File: src/design/flash_record_slot_rotator_top_defines.svh
// ----------------------------------------------------------------------------
// Flash record slot rotator assertion macros
// Concurrent assertion helpers that are compiled out when SYNTH is defined.
// ----------------------------------------------------------------------------
`ifndef FLASH_RECORD_SLOT_ROTATOR_TOP_DEFINES_SVH
`define FLASH_RECORD_SLOT_ROTATOR_TOP_DEFINES_SVH

`ifndef SYNTH
`define FRSR_ASSERT_SAME(label, ante, cons) \
	label: assert property (@(posedge clk) disable iff (!arst_n) (ante) |-> (cons)) \
		else $error("frsr assertion failed");
`define FRSR_ASSERT_NEXT(label, ante, cons) \
	label: assert property (@(posedge clk) disable iff (!arst_n) (ante) |=> (cons)) \
		else $error("frsr assertion failed");
`else
`define FRSR_ASSERT_SAME(label, ante, cons)
`define FRSR_ASSERT_NEXT(label, ante, cons)
`endif

`endif

File: src/design/frsr_pkg.sv
// ----------------------------------------------------------------------------
// Flash record slot rotator package
// Shared constants, codes and transaction types of the slot rotator.
// ----------------------------------------------------------------------------
`timescale 1ns / 1ps

package frsr_pkg;

	localparam int SECTOR_BYTES = 4096;
	localparam int SECTOR_LOG2  = $clog2(SECTOR_BYTES);
	localparam int OFFSET_W     = SECTOR_LOG2 + 1;
	localparam int RB_W         = 16;
	localparam int SECTOR_W     = 12;
	localparam int ADDR_W       = 24;
	localparam int CFG_W        = 16;

	localparam logic [0:0] REG_RECORD_BYTES = 1'd0;
	localparam logic [0:0] REG_SECTOR_INDEX = 1'd1;

	localparam logic [7:0] FLAG_FREE    = 8'hFF;
	localparam logic [7:0] FLAG_VALID   = 8'h9A;
	localparam logic [7:0] FLAG_INVALID = 8'h00;

	localparam logic [1:0] OP_LOAD   = 2'd0;
	localparam logic [1:0] OP_SAVE   = 2'd1;
	localparam logic [1:0] OP_FLAG   = 2'd2;
	localparam logic [1:0] OP_UNUSED = 2'd3;

	localparam logic [1:0] CMD_READ  = 2'd0;
	localparam logic [1:0] CMD_WRITE = 2'd1;
	localparam logic [1:0] CMD_ERASE = 2'd2;
	localparam logic [1:0] CMD_DONE  = 2'd3;

	localparam logic [1:0] STS_OK       = 2'd0;
	localparam logic [1:0] STS_BLANK    = 2'd1;
	localparam logic [1:0] STS_ERASED   = 2'd2;
	localparam logic [1:0] STS_SIZE_ERR = 2'd3;

	typedef enum logic [1:0] {
		MODE_IDLE,
		MODE_LOAD,
		MODE_SAVE
	} mode_t;

	typedef enum logic [2:0] {
		ST_IDLE,
		ST_READ,
		ST_W_INV,
		ST_W_VALID_HERE,
		ST_ERASE,
		ST_W_VALID_BASE,
		ST_DONE
	} fsm_state_t;

	typedef enum logic [2:0] {
		RES_READ,
		RES_W_INV,
		RES_W_VALID_HERE,
		RES_ERASE,
		RES_W_VALID_BASE,
		RES_DONE
	} res_kind_t;

	typedef struct packed {
		logic [1:0] opcode;
		logic [7:0] flag_value;
	} in_item_t;

	typedef struct packed {
		logic [1:0]        command;
		logic [ADDR_W-1:0] flash_address;
		logic [7:0]        flag_to_write;
		logic [1:0]        status;
		logic              last;
	} out_item_t;

	typedef struct packed {
		logic      clear;
		logic      advance;
		logic      capture;
		logic      emit;
		res_kind_t kind;
		logic [1:0] status;
	} dp_cmd_t;

	typedef struct packed {
		logic size_ok;
		logic wrap;
		logic flag_free;
		logic flag_valid;
	} dp_stat_t;

endpackage

File: src/design/frsr_datapath.sv
// ----------------------------------------------------------------------------
// Flash record slot rotator datapath
// Holds the configuration, the slot offset and builds the result fields.
// ----------------------------------------------------------------------------
`timescale 1ns / 1ps

module frsr_datapath (
	input  logic                       clk,
	input  logic                       arst_n,
	input  logic                       cfg_we,
	input  logic [0:0]                 cfg_index,
	input  logic [frsr_pkg::CFG_W-1:0] cfg_data,
	input  logic [7:0]                 flag_value,
	input  frsr_pkg::dp_cmd_t          cmd,
	output frsr_pkg::dp_stat_t         stat,
	output frsr_pkg::out_item_t        result
);
	import frsr_pkg::*;

	localparam int CMP_W = RB_W + 1;

	logic [RB_W-1:0]     record_bytes_q;
	logic [SECTOR_W-1:0] sector_index_q;
	logic [OFFSET_W-1:0] offset_q;
	logic [ADDR_W-1:0]   here_q;
	logic [OFFSET_W-1:0] slot_size;
	logic [OFFSET_W-1:0] next_offset;
	logic [ADDR_W-1:0]   base_addr;
	logic [ADDR_W-1:0]   read_addr;

	always_comb begin
		slot_size = OFFSET_W'(SECTOR_BYTES);
		for (int k = SECTOR_LOG2; k >= 0; k--) begin
			if ({1'b0, record_bytes_q} <= (CMP_W'(1) << k)) begin
				slot_size = OFFSET_W'(1) << k;
			end
		end
	end

	assign next_offset = offset_q + slot_size;
	assign base_addr   = ADDR_W'(sector_index_q) << SECTOR_LOG2;
	assign read_addr   = base_addr + ADDR_W'(offset_q) + ADDR_W'(record_bytes_q) - ADDR_W'(1);

	assign stat.size_ok    = (record_bytes_q != '0) &&
		({1'b0, record_bytes_q} <= CMP_W'(SECTOR_BYTES));
	assign stat.wrap       = next_offset >= OFFSET_W'(SECTOR_BYTES);
	assign stat.flag_free  = flag_value == FLAG_FREE;
	assign stat.flag_valid = flag_value == FLAG_VALID;

	always_ff @(posedge clk or negedge arst_n) begin
		if (!arst_n) begin
			record_bytes_q <= RB_W'(16);
			sector_index_q <= '0;
		end else if (cfg_we) begin
			unique case (cfg_index)
				REG_RECORD_BYTES: record_bytes_q <= cfg_data[RB_W-1:0];
				REG_SECTOR_INDEX: sector_index_q <= cfg_data[SECTOR_W-1:0];
				default: ;
			endcase
		end
	end

	always_ff @(posedge clk or negedge arst_n) begin
		if (!arst_n) begin
			offset_q <= '0;
		end else if (cmd.clear) begin
			offset_q <= '0;
		end else if (cmd.advance) begin
			offset_q <= next_offset;
		end
	end

	always_ff @(posedge clk) begin
		if (cmd.capture) begin
			here_q <= base_addr + ADDR_W'(offset_q);
		end
	end

	always_comb begin
		result.command       = CMD_READ;
		result.flash_address = '0;
		result.flag_to_write = FLAG_INVALID;
		result.status        = STS_OK;
		result.last          = 1'b0;
		unique case (cmd.kind)
			RES_READ: begin
				result.flash_address = read_addr;
				result.last          = 1'b1;
			end
			RES_W_INV: begin
				result.command       = CMD_WRITE;
				result.flash_address = here_q;
			end
			RES_W_VALID_HERE: begin
				result.command       = CMD_WRITE;
				result.flash_address = here_q;
				result.flag_to_write = FLAG_VALID;
			end
			RES_ERASE: begin
				result.command       = CMD_ERASE;
				result.flash_address = base_addr;
			end
			RES_W_VALID_BASE: begin
				result.command       = CMD_WRITE;
				result.flash_address = base_addr;
				result.flag_to_write = FLAG_VALID;
			end
			RES_DONE: begin
				result.command = CMD_DONE;
				result.status  = cmd.status;
				result.last    = 1'b1;
			end
			default: ;
		endcase
	end

endmodule

File: src/design/frsr_ctrl.sv
// ----------------------------------------------------------------------------
// Flash record slot rotator controller
// Sequences the commands of one transaction, one result per cycle.
// ----------------------------------------------------------------------------
`timescale 1ns / 1ps

module frsr_ctrl (
	input  logic               clk,
	input  logic               arst_n,
	input  logic               start,
	input  logic [1:0]         opcode,
	input  frsr_pkg::dp_stat_t stat,
	output frsr_pkg::dp_cmd_t  cmd,
	output logic               busy
);
	import frsr_pkg::*;

	fsm_state_t state_q, state_d;
	mode_t      mode_q, mode_d;
	logic [1:0] status_q, status_d;
	logic       wrap_q, wrap_d;

	always_ff @(posedge clk or negedge arst_n) begin
		if (!arst_n) begin
			state_q  <= ST_IDLE;
			mode_q   <= MODE_IDLE;
			status_q <= STS_OK;
			wrap_q   <= 1'b0;
		end else begin
			state_q  <= state_d;
			mode_q   <= mode_d;
			status_q <= status_d;
			wrap_q   <= wrap_d;
		end
	end

	assign busy = state_q != ST_IDLE;

	always_comb begin
		state_d     = state_q;
		mode_d      = mode_q;
		status_d    = status_q;
		wrap_d      = wrap_q;
		cmd.clear   = 1'b0;
		cmd.advance = 1'b0;
		cmd.capture = 1'b0;
		cmd.emit    = 1'b0;
		cmd.kind    = RES_READ;
		cmd.status  = status_q;
		unique case (state_q)
			ST_IDLE: begin
				if (start) begin
					cmd.capture = 1'b1;
					case (opcode)
						OP_LOAD, OP_SAVE: begin
							cmd.clear = 1'b1;
							if (!stat.size_ok) begin
								status_d = STS_SIZE_ERR;
								state_d  = ST_DONE;
							end else begin
								mode_d  = (opcode == OP_LOAD) ? MODE_LOAD : MODE_SAVE;
								state_d = ST_READ;
							end
						end
						OP_FLAG: begin
							if (mode_q != MODE_IDLE) begin
								if (!stat.size_ok) begin
									status_d = STS_SIZE_ERR;
									state_d  = ST_DONE;
								end else if (mode_q == MODE_LOAD) begin
									if (stat.flag_free) begin
										status_d = STS_BLANK;
										state_d  = ST_DONE;
									end else if (stat.flag_valid) begin
										status_d = STS_OK;
										state_d  = ST_DONE;
									end else begin
										cmd.advance = 1'b1;
										status_d    = STS_ERASED;
										state_d     = stat.wrap ? ST_ERASE : ST_READ;
									end
								end else begin
									status_d = STS_OK;
									if (stat.flag_free) begin
										state_d = ST_W_VALID_HERE;
									end else begin
										cmd.advance = 1'b1;
										wrap_d      = stat.wrap;
										if (stat.flag_valid) begin
											state_d = ST_W_INV;
										end else begin
											state_d = stat.wrap ? ST_ERASE : ST_READ;
										end
									end
								end
							end
						end
						default: ;
					endcase
				end
			end
			ST_READ: begin
				cmd.emit = 1'b1;
				cmd.kind = RES_READ;
				state_d  = ST_IDLE;
			end
			ST_W_INV: begin
				cmd.emit = 1'b1;
				cmd.kind = RES_W_INV;
				state_d  = wrap_q ? ST_ERASE : ST_READ;
			end
			ST_W_VALID_HERE: begin
				cmd.emit = 1'b1;
				cmd.kind = RES_W_VALID_HERE;
				state_d  = ST_DONE;
			end
			ST_ERASE: begin
				cmd.emit = 1'b1;
				cmd.kind = RES_ERASE;
				state_d  = (mode_q == MODE_SAVE) ? ST_W_VALID_BASE : ST_DONE;
			end
			ST_W_VALID_BASE: begin
				cmd.emit = 1'b1;
				cmd.kind = RES_W_VALID_BASE;
				state_d  = ST_DONE;
			end
			ST_DONE: begin
				cmd.emit  = 1'b1;
				cmd.kind  = RES_DONE;
				cmd.clear = 1'b1;
				mode_d    = MODE_IDLE;
				state_d   = ST_IDLE;
			end
			default: begin
				state_d = ST_IDLE;
			end
		endcase
	end

endmodule

File: src/design/flash_record_slot_rotator_top.sv
// ----------------------------------------------------------------------------
// Flash record slot rotator
// Rotates one fixed-size record through the power-of-two slots of a sector.
// ----------------------------------------------------------------------------
// A request transaction is taken on a rising edge with start high and busy
// low. Opcode load or save begins a scan and asks for the first flag byte;
// each flag byte that flash returns is sent back with opcode flag. Every
// transaction produces zero to four results on the result port, each marked
// by result_strobe for exactly one cycle, with last set on the final one.
// The first result appears in the cycle after acceptance and the others
// follow on consecutive cycles, with busy high until the last result has
// gone out; the next transaction can be taken in the cycle after the last
// result. Results leave one per cycle through the single result
// port. A flag while no scan runs, or the unused opcode, gives no
// result and leaves busy low. Configuration writes via cfg_we, cfg_index
// and cfg_data take effect at once and belong in idle time. Reset returns
// the block to idle with record size 16 and sector 0. The receiver cannot
// stall, so results are never held.
// ----------------------------------------------------------------------------
`timescale 1ns / 1ps
`include "flash_record_slot_rotator_top_defines.svh"

module flash_record_slot_rotator_top (
	input  logic                       clk,
	input  logic                       arst_n,
	input  logic                       start,
	output logic                       busy,
	input  frsr_pkg::in_item_t         request,
	output logic                       result_strobe,
	output frsr_pkg::out_item_t        result,
	input  logic                       cfg_we,
	input  logic [0:0]                 cfg_index,
	input  logic [frsr_pkg::CFG_W-1:0] cfg_data
);
	import frsr_pkg::*;

	dp_cmd_t  cmd;
	dp_stat_t stat;

	frsr_ctrl u_ctrl (
		.clk    (clk),
		.arst_n (arst_n),
		.start  (start),
		.opcode (request.opcode),
		.stat   (stat),
		.cmd    (cmd),
		.busy   (busy)
	);

	frsr_datapath u_datapath (
		.clk        (clk),
		.arst_n     (arst_n),
		.cfg_we     (cfg_we),
		.cfg_index  (cfg_index),
		.cfg_data   (cfg_data),
		.flag_value (request.flag_value),
		.cmd        (cmd),
		.stat       (stat),
		.result     (result)
	);

	assign result_strobe = cmd.emit;

	`FRSR_ASSERT_SAME(a_strobe_busy, result_strobe, busy)
	`FRSR_ASSERT_NEXT(a_last_idle, result_strobe && result.last, !busy)
	`FRSR_ASSERT_SAME(a_done_last, result_strobe && (result.command == CMD_DONE), result.last)
	`FRSR_ASSERT_NEXT(a_unused_silent, start && !busy && (request.opcode == OP_UNUSED), !result_strobe)

endmodule
File: config.mk
export PLATFORM = sky130hd
export DESIGN_NAME = flash_record_slot_rotator_top
export DESIGN_NICKNAME = d
export VERILOG_FILES = /design/src/design/frsr_pkg.sv /design/src/design/frsr_datapath.sv /design/src/design/frsr_ctrl.sv /design/src/design/flash_record_slot_rotator_top.sv
export VERILOG_INCLUDE_DIRS = /design/src /design/src/design
export SDC_FILE = /design/constraint.sdc
export NUM_CORES = 1
export LEC_CHECK = 0
export ABC_CLOCK_PERIOD_IN_PS = 9020
export BUFFER_PORTS_ARGS = -buffer_cell sky130_fd_sc_hd__buf_2
export CAP_MARGIN = 30
export CORE_ASPECT_RATIO = 1.2
export CORE_MARGIN = 2
export CORE_UTILIZATION = 65
export CTS_CLUSTER_DIAMETER = 80
export CTS_CLUSTER_SIZE = 10
export DETAILED_ROUTE_END_ITERATION = 7
export GPL_ROUTABILITY_DRIVEN = 0
export PLACE_DENSITY_LB_ADDON = 0.15
export SYNTH_ARGS = -nofsm -noshare
export SYNTH_HDL_FRONTEND = slang
export SYNTH_HIERARCHICAL = 1
export SYNTH_SLANG_ARGS = --single-unit
File: constraint.sdc
create_clock -name clk -period 9.02 [get_ports clk]
set_clock_uncertainty 0.1 [all_clocks]
set_input_delay 0.902 -clock clk [delete_from_list [all_inputs] [get_ports clk]]
set_output_delay 0.902 -clock clk [all_outputs]
set_load 0.005 [all_outputs]
==> summary.txt, run 1 <==
Status
  • Outcome: completed

Clock network
  • CTS tree: built
  • Clock buffer count from CTS: 9
  • Clock Path Buffers: 2
  • Clock Root Buffer: clkbuf_16
  • Number of gates resized after CTS: 0
  • Hold-fix buffer count after cts: 0
  • Worst-path clk slew: 0.06 ns
  • Post-CTS setup buffers: 0
  • H-Tree Depth: 3
  • Sink Count: 73
  • Clk_lat worst skew: 0.34 ns

Finish
  • Final Cell Area: 0.00699 mm²
  • Post-layout util: 73.5%
  • Final #Nets: 883
  • # diodes: 0
  • Share of layout cells above drive strength 1: ~16%
  • Layout area overhead: 10.3%

Global route
  • Total track usage: 32.0%
  • Grt total ovfl: 0
  • Initial antenna violation count: 0
  • First-pass GRT wire length: 26,600 µm
  • Vias in the first global route: 5,482
  • Largest net degree at the start of global routing: 40

Route
  • DRT iter0 DRCs: 519
  • Via-to-Cell Ratio: about 6.3
  • Drc violations: 0
  • Routed wire per std cell: 17.6 µm
  • Met1 wire length: 6880 µm
  • Met2 WL: 7680 µm
  • Total wire length: 16,300 µm
  • Top sig layer: met4
  • Total number of vias: 5,796
  • Antenna-violating nets left: 0
  • DR WL met3: 1200 µm
  • Drt first pass iters: 5

STA
  • Final min period: ~4.7 ns
  • Slew margin rel.: 36.7%
  • Tcrit/Tclk final: 52.2%
  • Unrepaired setup endpoints after global routing: false
  • Final Hold Violating Endpoints: 0
  • Worst Tran Pin Value: roughly 0.95 ns
  • Setup TNS after final layout: 0 ns
  • Final Setup Violations: 0
  • Slew Limit Fails: 0
  • Achievable Freq: around 210 MHz

Power
  • Clock power share: 16.9%
  • Sequential power share: around 25%
  • Max VDD drop: 0.000213 V
  • Switching share of power: 43.7%
  • Internal power: approximately 1.1 mW
  • Combinational power share: 57.9%
  • Leakage: 3.22 nW
  • Sw Pwr: 827 µW
  • PD cells: 271 mW/mm²

Worst setup path
  • CP Capture Type: flip-flop
  • Critical Path AT: 4.87 ns
  • Crit Path Category: flip-flop to flip-flop
  • Reg-to-reg critical path startpoint: u_datapath/record_bytes_q[14]$_DFFE_PN0P_
  • CP max FO: 4
  • R2R Setup Slk: 4.31 ns
  • Worst R2R End: u_ctrl/state_q[2]$_DFFE_PN0P_
  • CP Launch Type: flip-flop
  • Worst reg2reg path depth: 18
  • Worst EP required: about 9 ns

Placement
  • Hpwl dp: 12,400 µm
  • Buffers on Ports: 65
  • Placed instance area: 0.00673 mm²

Logic synthesis
  • Synth cell count leaders: inv_1 (82), nor2_1 (63), nand2_1 (53), ha_1 (52)
  • Seq/Total Area, Yosys: slightly above 30%
  • Post-synthesis cell type count: 83
  • Top_reg_cell synth: dfrtp_1
  • Post-Syn Area per Cell: 8.45 µm²
  • Synthesized flop and latch total: 73
  • Syn Inst Count: 750
  • Count leader, synth: inv_1
  • YS warnings: 6
  • Post-synth EDFFs: 24
  • Area contributors post-synth: dfrtp_1 (19%), edfxtp_1 (11%), ha_1 (10%), inv_1 (4.9%), a21oi_1 (3.8%)
  • Post-Syn Area: between 0.006 and 0.007 mm²
  • Yosys top cell area share: 19.0%
  • Leading area contributor after synthesis: dfrtp_1
  • FFs w/ async S/R, synth: around two thirds

Die
  • Number of core rows: 39
  • Core Region: between 0.009 and 0.01 mm²
  • Die height: approximately 110 µm
  • IO Count: 70
  • Initial Utilization: 66.6%
  • Die X: 94.1 µm
  • Die area: 0.0106 mm²

Flow run
  • Max-cap violation count: 0

Hold path
  • HP Class: primary input to asynchronous set/reset pin
[layout by cell type, fill, tap and decap left out, types with 16 or more instances in the layout]
cell type,Yosys,layout
nand2_1,53,53
edfxtp_1,24,24
a21oi_1,48,48
xnor2_1,25,25
inv_1,82,82
buf_2,2,65
mux2_2,18,18
o21ai_1,33,34
nor2_1,63,62
nor3_1,21,21
dfrtp_1,48,48
xor2_1,16,16
ha_1,52,52
nand3_1,19,19
o21ai_0,22,21
[power groups by stage]
stage | Clock (mW) | Sequential (mW) | Combinational [mW]
after floorplan | 0 | 0.447 | 0.771
after global placement | 0 | 0.473 | 1.04
after detailed placement | 0 | 0.479 | 1.08
after CTS | 0.323 | 0.473 | 1.09
after global routing | 0.336 | 0.486 | 1.21
final | 0.320 | 0.476 | 1.10
[flip-flops by register name (all words and copies together) (netlist names)]
signal                     count
u_ctrl/mode_q                  2
u_datapath/here_q             24
u_datapath/record_bytes_q     16
u_ctrl/state_q                 3
u_ctrl/status_q                2
u_datapath/offset_q           13
u_datapath/sector_index_q     12
u_ctrl/wrap_q                  1
[metrics by stage]
| stage | worst slack (ns) | instances | hold WS [ns] | total power [mW] |
|---|---|---|---|---|
| after floorplan | 4.86 | 753 | 0.353 | 1.22 |
| after global placement | 4.63 | 907 | 0.374 | 1.52 |
| after detailed placement | 4.49 | 910 | 0.387 | 1.56 |
| after CTS | 4.34 | 926 | 0.341 | 1.88 |
| after global routing | 4.14 | 926 | 0.355 | 2.03 |
| final | 4.31 | 926 | 0.339 | 1.89 |
[logic make-up after synthesis]
family,share of synthesized area (%)
mux,6.71
other cells,0.0592
xor+xnor,5.67
compound gates,18.2
simple gates,19.8
fa+ha+maj,10.9
buf+inv,7.92
flops,30.7
[final cells by class]
type                    instances  area (µm²)
multi-input cells             556        3900
fillers                       762        2530
flip-flops and latches         73        1950
repair buffers                 72         398
inverters                      86         323
clock buffers                  15         258
well taps                     123         154
clock inverters                 1        5.00
[how the worst max path moves through the flow]
stage	from	end	slack (ns)	depth (start not counted)
2_1_floorplan	u_datapath/record_bytes_q[14]$_DFFE_PN0P_	u_ctrl/state_q[2]$_DFFE_PN0P_	4.86	18
3_3_place_gp	u_datapath/record_bytes_q[14]$_DFFE_PN0P_	u_ctrl/state_q[2]$_DFFE_PN0P_	4.63	18
3_5_place_dp	u_datapath/record_bytes_q[14]$_DFFE_PN0P_	u_ctrl/state_q[2]$_DFFE_PN0P_	4.49	18
4_1_cts	u_datapath/record_bytes_q[1]$_DFFE_PN0P_	result[34]	4.34	13
5_1_grt	u_datapath/record_bytes_q[1]$_DFFE_PN0P_	result[34]	4.14	13
6_report	u_datapath/record_bytes_q[14]$_DFFE_PN0P_	u_ctrl/state_q[2]$_DFFE_PN0P_	4.31	18
[layer usage]
metal | up-vias | track usage [%]
li1 | 2755 | -
met1 | 2730 | 43.2
met2 | 271 | 51.2
met3 | 40 | 4.43
met4 | 0 | 14.1
met5 | - | 0
[worst max-delay path: stages, from the launching register on]
cell and delay [ns]:
dfrtp_1 0.38, inv_2 0.09, nand3_4 0.10, or3_4 0.36, or4_4 0.45, or4_4 0.47
nand2b_4 0.18, nor4_4 0.20, ha_1 0.30, a21o_1 0.21, nand4_1 0.11, nand3_1 0.15
a31oi_1 0.36, o21ai_1 0.14, xnor2_1 0.28, inv_1 0.11, mux2_2 0.27, o32ai_1 0.22
nor2b_1 0.16
(Power assumes the default switching activity.)
==> run 2, diff against run 1 <==
- ABC_CLOCK_PERIOD_IN_PS: 9020 -> 4600
- CORE_UTILIZATION: 65 -> 60
- clock period: 9.02 -> 4.6 ns (I/O delays scaled with it)
==> run 2 against run 1 <==
Compared with the run above: non-clock buffer count is 8 higher; worst hold slack worse by 0.081 ns; clock power grew to 2.5 times the previous value; setup slack worse by 4.1 ns; final area is 2.9% higher; combinational power is 99% higher; via count is 2.3% lower; final cell count is 1.5% higher; critical path type unchanged.
==> summary.txt, run 2 (synthesized netlist as in run 1, its figures left out) <==
Route
  • Total number of vias: 5,660
  • Routed wire per std cell: approximately 17 µm
  • Via-to-Cell Ratio: 6.02
  • Antenna-violating nets left: 0
  • Drc violations: 0
  • Total wire length: 16,200 µm
  • Drt first pass iters: 5
  • DRT iter0 DRCs: 455

Worst setup path
  • Crit path max-delay family: simple AND/OR/NAND/NOR gates
  • Critical path's slowest cell: or4_4
  • CP Capture Type: flip-flop
  • Critical Path AT: 4.51 ns
  • Ordered cell list for the critical path: inv_2 -> nand3_4 -> or3_4 -> or4_4 -> or4_4 -> nand2b_4 -> nor4_4 -> ha_1 -> a21o_1 -> nand4_1 -> nand3_2 -> a31oi_2 -> o21ai_1 -> xnor2_2 -> inv_1 -> mux2_2 -> o32ai_1 -> nor2b_1
  • Crit path top cell by count: or4_4
  • Crit path largest cell delay: between 0.4 and 0.5 ns
  • CP Launch Type: flip-flop
  • CP max FO: 4
  • CP Buf/Inv Count: 2
  • Crit Path Category: flip-flop to flip-flop
  • Worst EP required: roughly 4.8 ns

STA
  • Final Hold Violating Endpoints: 0
  • Final Setup Violations: 0
  • Unrepaired setup endpoints after global routing: false
  • Worst Tran Pin Value: 0.871 ns
  • Slew Limit Fails: 0
  • Achievable Freq: 230 MHz
  • Tcrit/Tclk final: 94.4%
  • Final min period: 4.34 ns
  • Setup TNS after final layout: 0 ns
  • PnR worst setup slack: 0.256 ns
  • Slew margin rel.: 41.9%
  • Hold WS: 0.258 ns

Global route
  • Total track usage: 28.3%
  • First-pass GRT wire length: 25,900 µm
  • Vias in the first global route: 5,267
  • Largest net degree at the start of global routing: 36
  • Grt total ovfl: 0
  • Initial antenna violation count: 0

Finish
  • Final Cell Area: 0.00719 mm²
  • Final #Nets: about 890
  • Post-layout util: 69.0%
  • Most flop-heavy register: u_datapath/here_q
  • Share of layout cells above drive strength 1: 17.4%
  • Max reg flops: 24
  • Biggest regs: u_datapath/here_q x24, u_datapath/record_bytes_q x16, u_datapath/offset_q x13
  • Layout area overhead: 13.5%
  • Leading cell type in the layout, fill and taps excluded: inv_1
  • Most frequent cells in the layout: inv_1 (82), buf_2 (65), nor2_1 (62), nand2_1 (53), ha_1 (52)
  • # diodes: 0

Die
  • Die X: around 100 µm
  • Die height: between 100 and 150 µm
  • Number of core rows: 41
  • Initial Utilization: approximately three fifths
  • Die area: 0.0114 mm²
  • Core Region: 0.0104 mm²
  • IO Count: 70

Power
  • Clock power share: 20.7%
  • Max VDD drop: 0.000319 V
  • Leakage: ~3.3 nW
  • Switching share of power: between 40% and 50%
  • Sequential power share: 23.6%
  • Combinational power share: 55.7%
  • PD cells: between 500 and 600 mW/mm²
  • Internal power: 2.29 mW
  • Sw Pwr: between 1.5 and 2 mW

Placement
  • Place WS: roughly 0.059 ns
  • Placed instance area: 0.00676 mm²
  • Buffers on Ports: 65
  • Hpwl dp: between 10,000 and 15,000 µm

Clock network
  • Clock Path Buffers: 2
  • Sink Count: 73
  • H-Tree Depth: 3
  • CTS tree: built
  • Worst-path clk slew: about 0.060 ns
  • Clock Root Buffer: clkbuf_16
  • Clk_lat worst skew: 0.34 ns
  • Clock buffer count from CTS: 9

Flow run
  • Max-cap violation count: 0

Hold path
  • HP Class: primary input to flip-flop

Status
  • Outcome: completed
==> run 2: per-stage QoR <==
stage	instances	total power [mW]
after floorplan	753	2.39
after global placement	917	3.03
after detailed placement	919	3.08
after CTS	936	3.91
after global routing	940	4.22
final	940	3.94
==> run 2: cell type report <==
cell class / count / area, µm²
Inverter: 86 / 323
Fill cell: 857 / 3220
Timing Repair Buffer: 80 / 480
Clock inverter: 5 / 101
Tap cell: 129 / 161
Clock buffer: 11 / 243
Multi-Input combinational cell: 556 / 3930
Sequential cell: 73 / 1950
==> run 2: worst paths after layout <==
| check | start | endpoint | slack [ns] | cells past startpoint |
|---|---|---|---|---|
| worst max-delay path | u_datapath/record_bytes_q[14]$_DFFE_PN0P_ | u_ctrl/state_q[2]$_DFFE_PN0P_ | 0.26 | 18 |
| worst min-delay path | cfg_data[12] | u_datapath/record_bytes_q[12]$_DFFE_PN0P_ | 0.26 | 3 |
| worst max register to register | u_datapath/record_bytes_q[14]$_DFFE_PN0P_ | u_ctrl/state_q[2]$_DFFE_PN0P_ | 0.26 | 18 |
| worst min register to register | u_ctrl/status_q[1]$_DFFE_PN0P_ | u_ctrl/status_q[1]$_DFFE_PN0P_ | 0.39 | 1 |
| max in group asynchronous | arst_n | u_datapath/sector_index_q[9]$_DFFE_PN0P_ | 3.42 | 3 |
| min in group asynchronous | arst_n | u_datapath/record_bytes_q[1]$_DFFE_PN0P_ | 0.47 | 2 |
==> run 2: worst register-to-register path, delay by kind of cell (launching register included) <==
kind                     cells  cell delay (ns)
AO/OA/AOI/OAI                4             0.72
XOR/XNOR                     1             0.20
AND/OR/NAND/NOR              9             2.15
buffers and inverters        2             0.17
flip-flops                   1             0.37
multiplexers                 1             0.26
adder cells (fa/ha/maj)      1             0.28
==> run 2: power groups by stage <==
stage	Clock [mW]	Combinational (mW)	Sequential [mW]
after global placement	0	2.10	0.931
final	0.815	2.19	0.931
after global routing	0.850	2.43	0.945
after CTS	0.829	2.16	0.927
after detailed placement	0	2.14	0.939
after floorplan	0	1.51	0.876
==> run 2: routing by layer <==
layer / up-vias / GRT usage [%] / part of all wire (%)
met3: 39 / 3.29 / 5.5
li1: 2767 / - / -
met5: - / 0 / 0
met2: 215 / 46.3 / 48
met1: 2639 / 38.2 / 44
met4: 0 / 12.3 / 2.6
==> run 2: repair_timing <==
item	4_1_cts	5_1_grt
endpoints found under the hold margin	13	0
setup buffers	0	3
hold buffers	1	0
resized for setup	0	5
endpoints found under the setup margin	0	2
==> run 3, diff against run 2 <==
- CORE_UTILIZATION: 60 -> 59
==> run 3 against run 2 <==
Compared with the run above: first-iteration DRC count increased by 0.44%; final cell count decreased by 0.32%; non-clock buffer count decreased by 3; core utilization decreased by 1.4 points.
==> summary.txt, run 3 (synthesized netlist as in run 1, its figures left out) <==
Placement
  • Buffers on Ports: 65
  • Hpwl dp: roughly 12,000 µm
  • Placed instance count: 917
  • Place WS: 0.146 ns

Clock network
  • H-Tree Depth: 3
  • Clock buffer count from CTS: 9
  • Sink Count: 73
  • CTS tree: built
  • Clock Path Buffers: 2
  • Clk_lat worst skew: 0.34 ns
  • Clock Root Buffer: clkbuf_16
  • Worst-path clk slew: 0.06 ns

STA
  • Setup TNS after final layout: 0 ns
  • PnR worst setup slack: 0.220 ns
  • Slew Limit Fails: 0
  • Final min period: between 4 and 5 ns
  • Worst Tran Pin Value: between 0.9 and 1 ns
  • Final Setup Violations: 0
  • Slew margin rel.: 37.9%
  • Unrepaired setup endpoints after global routing: false
  • Tcrit/Tclk final: 95.2%
  • Final Hold Violating Endpoints: 0
  • Achievable Freq: 228 MHz

Global route
  • Grt total ovfl: 0
  • Initial antenna violation count: 0
  • Top Usage Layer GRT: met2
  • GR Util met2: 43.8%
  • Global Route met3 Usage: 2.97%
  • First-pass GRT wire length: 26,000 µm
  • Vias in the first global route: 5,273
  • Largest net degree at the start of global routing: 33
  • Routing usage on met1: 39.9%
  • Total track usage: 27.7%

Hold path
  • HP Class: primary input to flip-flop
  • HP Start: cfg_data[12]

Finish
  • Layout area overhead: 12.3%
  • Final #Nets: 888
  • Most flop-heavy register: u_datapath/here_q
  • Biggest regs: u_datapath/here_q x24, u_datapath/record_bytes_q x16, u_datapath/offset_q x13
  • Max reg flops: 24
  • Non-Filler Instances: 937
  • Share of layout cells above drive strength 1: between 15 and 20%
  • # diodes: 0
  • Most frequent cells in the layout: inv_1 (82), buf_2 (65), nor2_1 (62), nand2_1 (53), ha_1 (52)
  • Leading cell type in the layout, fill and taps excluded: inv_1

Power
  • Clock power share: 18.4%
  • Max VDD drop: between 0.0002 and 0.0003 V
  • Sw Pwr: ~1.6 mW
  • Switching share of power: 43.3%
  • Leakage: 3.27 nW
  • Final Total Pwr: around 3.8 mW
  • PD cells: 532 mW/mm²
  • Sequential power share: 24.6%
  • Combinational power share: 56.9%
  • Internal power: 2.14 mW

Worst setup path
  • Crit Path Category: flip-flop to primary output
  • Crit path launch: u_datapath/record_bytes_q[1]$_DFFE_PN0P_
  • CP max FO: 5
  • Critical Path AT: 3.82 ns
  • CP Launch Type: flip-flop
  • End of the critical path: result[24]
  • Worst EP required: 4.04 ns
  • R2R Setup Slk: 0.32 ns
  • Reg-to-reg critical path startpoint: u_datapath/record_bytes_q[14]$_DFFE_PN0P_
  • Worst reg2reg path depth: 18
  • CP Capture Type: primary output
  • Worst R2R End: u_ctrl/state_q[2]$_DFFE_PN0P_

Route
  • Routed wire per std cell: 17.2 µm
  • Total number of vias: 5,591
  • DRT iter0 DRCs: approximately 460
  • Drc violations: 0
  • Drt first pass iters: 5
  • Via-to-Cell Ratio: 5.97
  • Antenna-violating nets left: 0
  • Total wire length: 16,100 µm

Die
  • Die X: 98.6 µm
  • Number of core rows: 41
  • Die height: 118 µm
  • Core Region: 0.0105 mm²
  • Die area: 0.0116 mm²
  • IO Count: 70
  • Initial Utilization: 60.3%

Flow run
  • Max-cap violation count: 0

Status
  • Outcome: completed
-- run 3: area by class of cell --
cell class,instances,area (µm²)
flip-flops and latches,73,1950
clock inverters,7,70.1
inverters,86,323
well taps,129,161
multi-input cells,556,3930
clock buffers,9,225
repair buffers,77,458
fillers,883,3400
-- run 3: metrics by stage --
| step | utilization (%) | hold slack (ns) | instance area [µm²] |
|---|---|---|---|
| floorplan | - | 0.0644 | 6350 |
| global placement | 63.7 | 0.375 | 6700 |
| detailed placement | 64.1 | 0.324 | 6740 |
| CTS | 67.0 | 0.251 | 7050 |
| global route | 67.7 | 0.264 | 7110 |
| finish | 67.7 | 0.258 | 7110 |
-- run 3: routing by layer --
| layer | part of all wire [%] | routed length, µm |
|---|---|---|
| met1 | 46 | 7460 |
| met2 | 47 | 7550 |
| met3 | 4.6 | 747 |
| met4 | 2.0 | 315 |
| met5 | 0 | 0 |
-- run 3: what timing repair did --
action,in CTS,in global routing
hold buffers,1,0
buffers inserted,0,2
setup endpoints to repair,0,2
resized for setup,0,4
endpoints found under the hold margin,16,0
-- run 3: worst min path at each step --
stage,slack (ns),cells past startpoint,endpoint
floorplan,0.06,0,u_ctrl/mode_q[0]$_DFFE_PN0P_
global placement,0.37,1,u_ctrl/status_q[1]$_DFFE_PN0P_
detailed placement,0.32,1,u_datapath/offset_q[3]$_DFFE_PN0P_
CTS,0.25,3,u_datapath/record_bytes_q[12]$_DFFE_PN0P_
global route,0.26,3,u_datapath/record_bytes_q[12]$_DFFE_PN0P_
finish,0.26,3,u_datapath/record_bytes_q[12]$_DFFE_PN0P_
-- run 3: critical path, cell delays in order, from the launching register on --
cell	delay, ns
dfrtp_1	0.44
inv_1	0.12
ha_1	0.29
inv_1	0.04
ha_1	0.22
fa_1	0.45
a211o_1	0.32
o211ai_1	0.19
o311a_1	0.34
a21boi_1	0.15
xor2_1	0.20
nor2_1	0.07
o41ai_1	0.45
buf_2	0.20
-- run 3: power groups by stage --
stage               Sequential [mW]  Combinational (mW)  Clock [mW]
CTS                           0.928                2.13       0.707
floorplan                     0.876                1.51           0
detailed placement            0.939                2.11           0
global route                  0.950                2.39       0.733
global placement              0.933                2.06           0
finish                        0.931                2.15       0.697
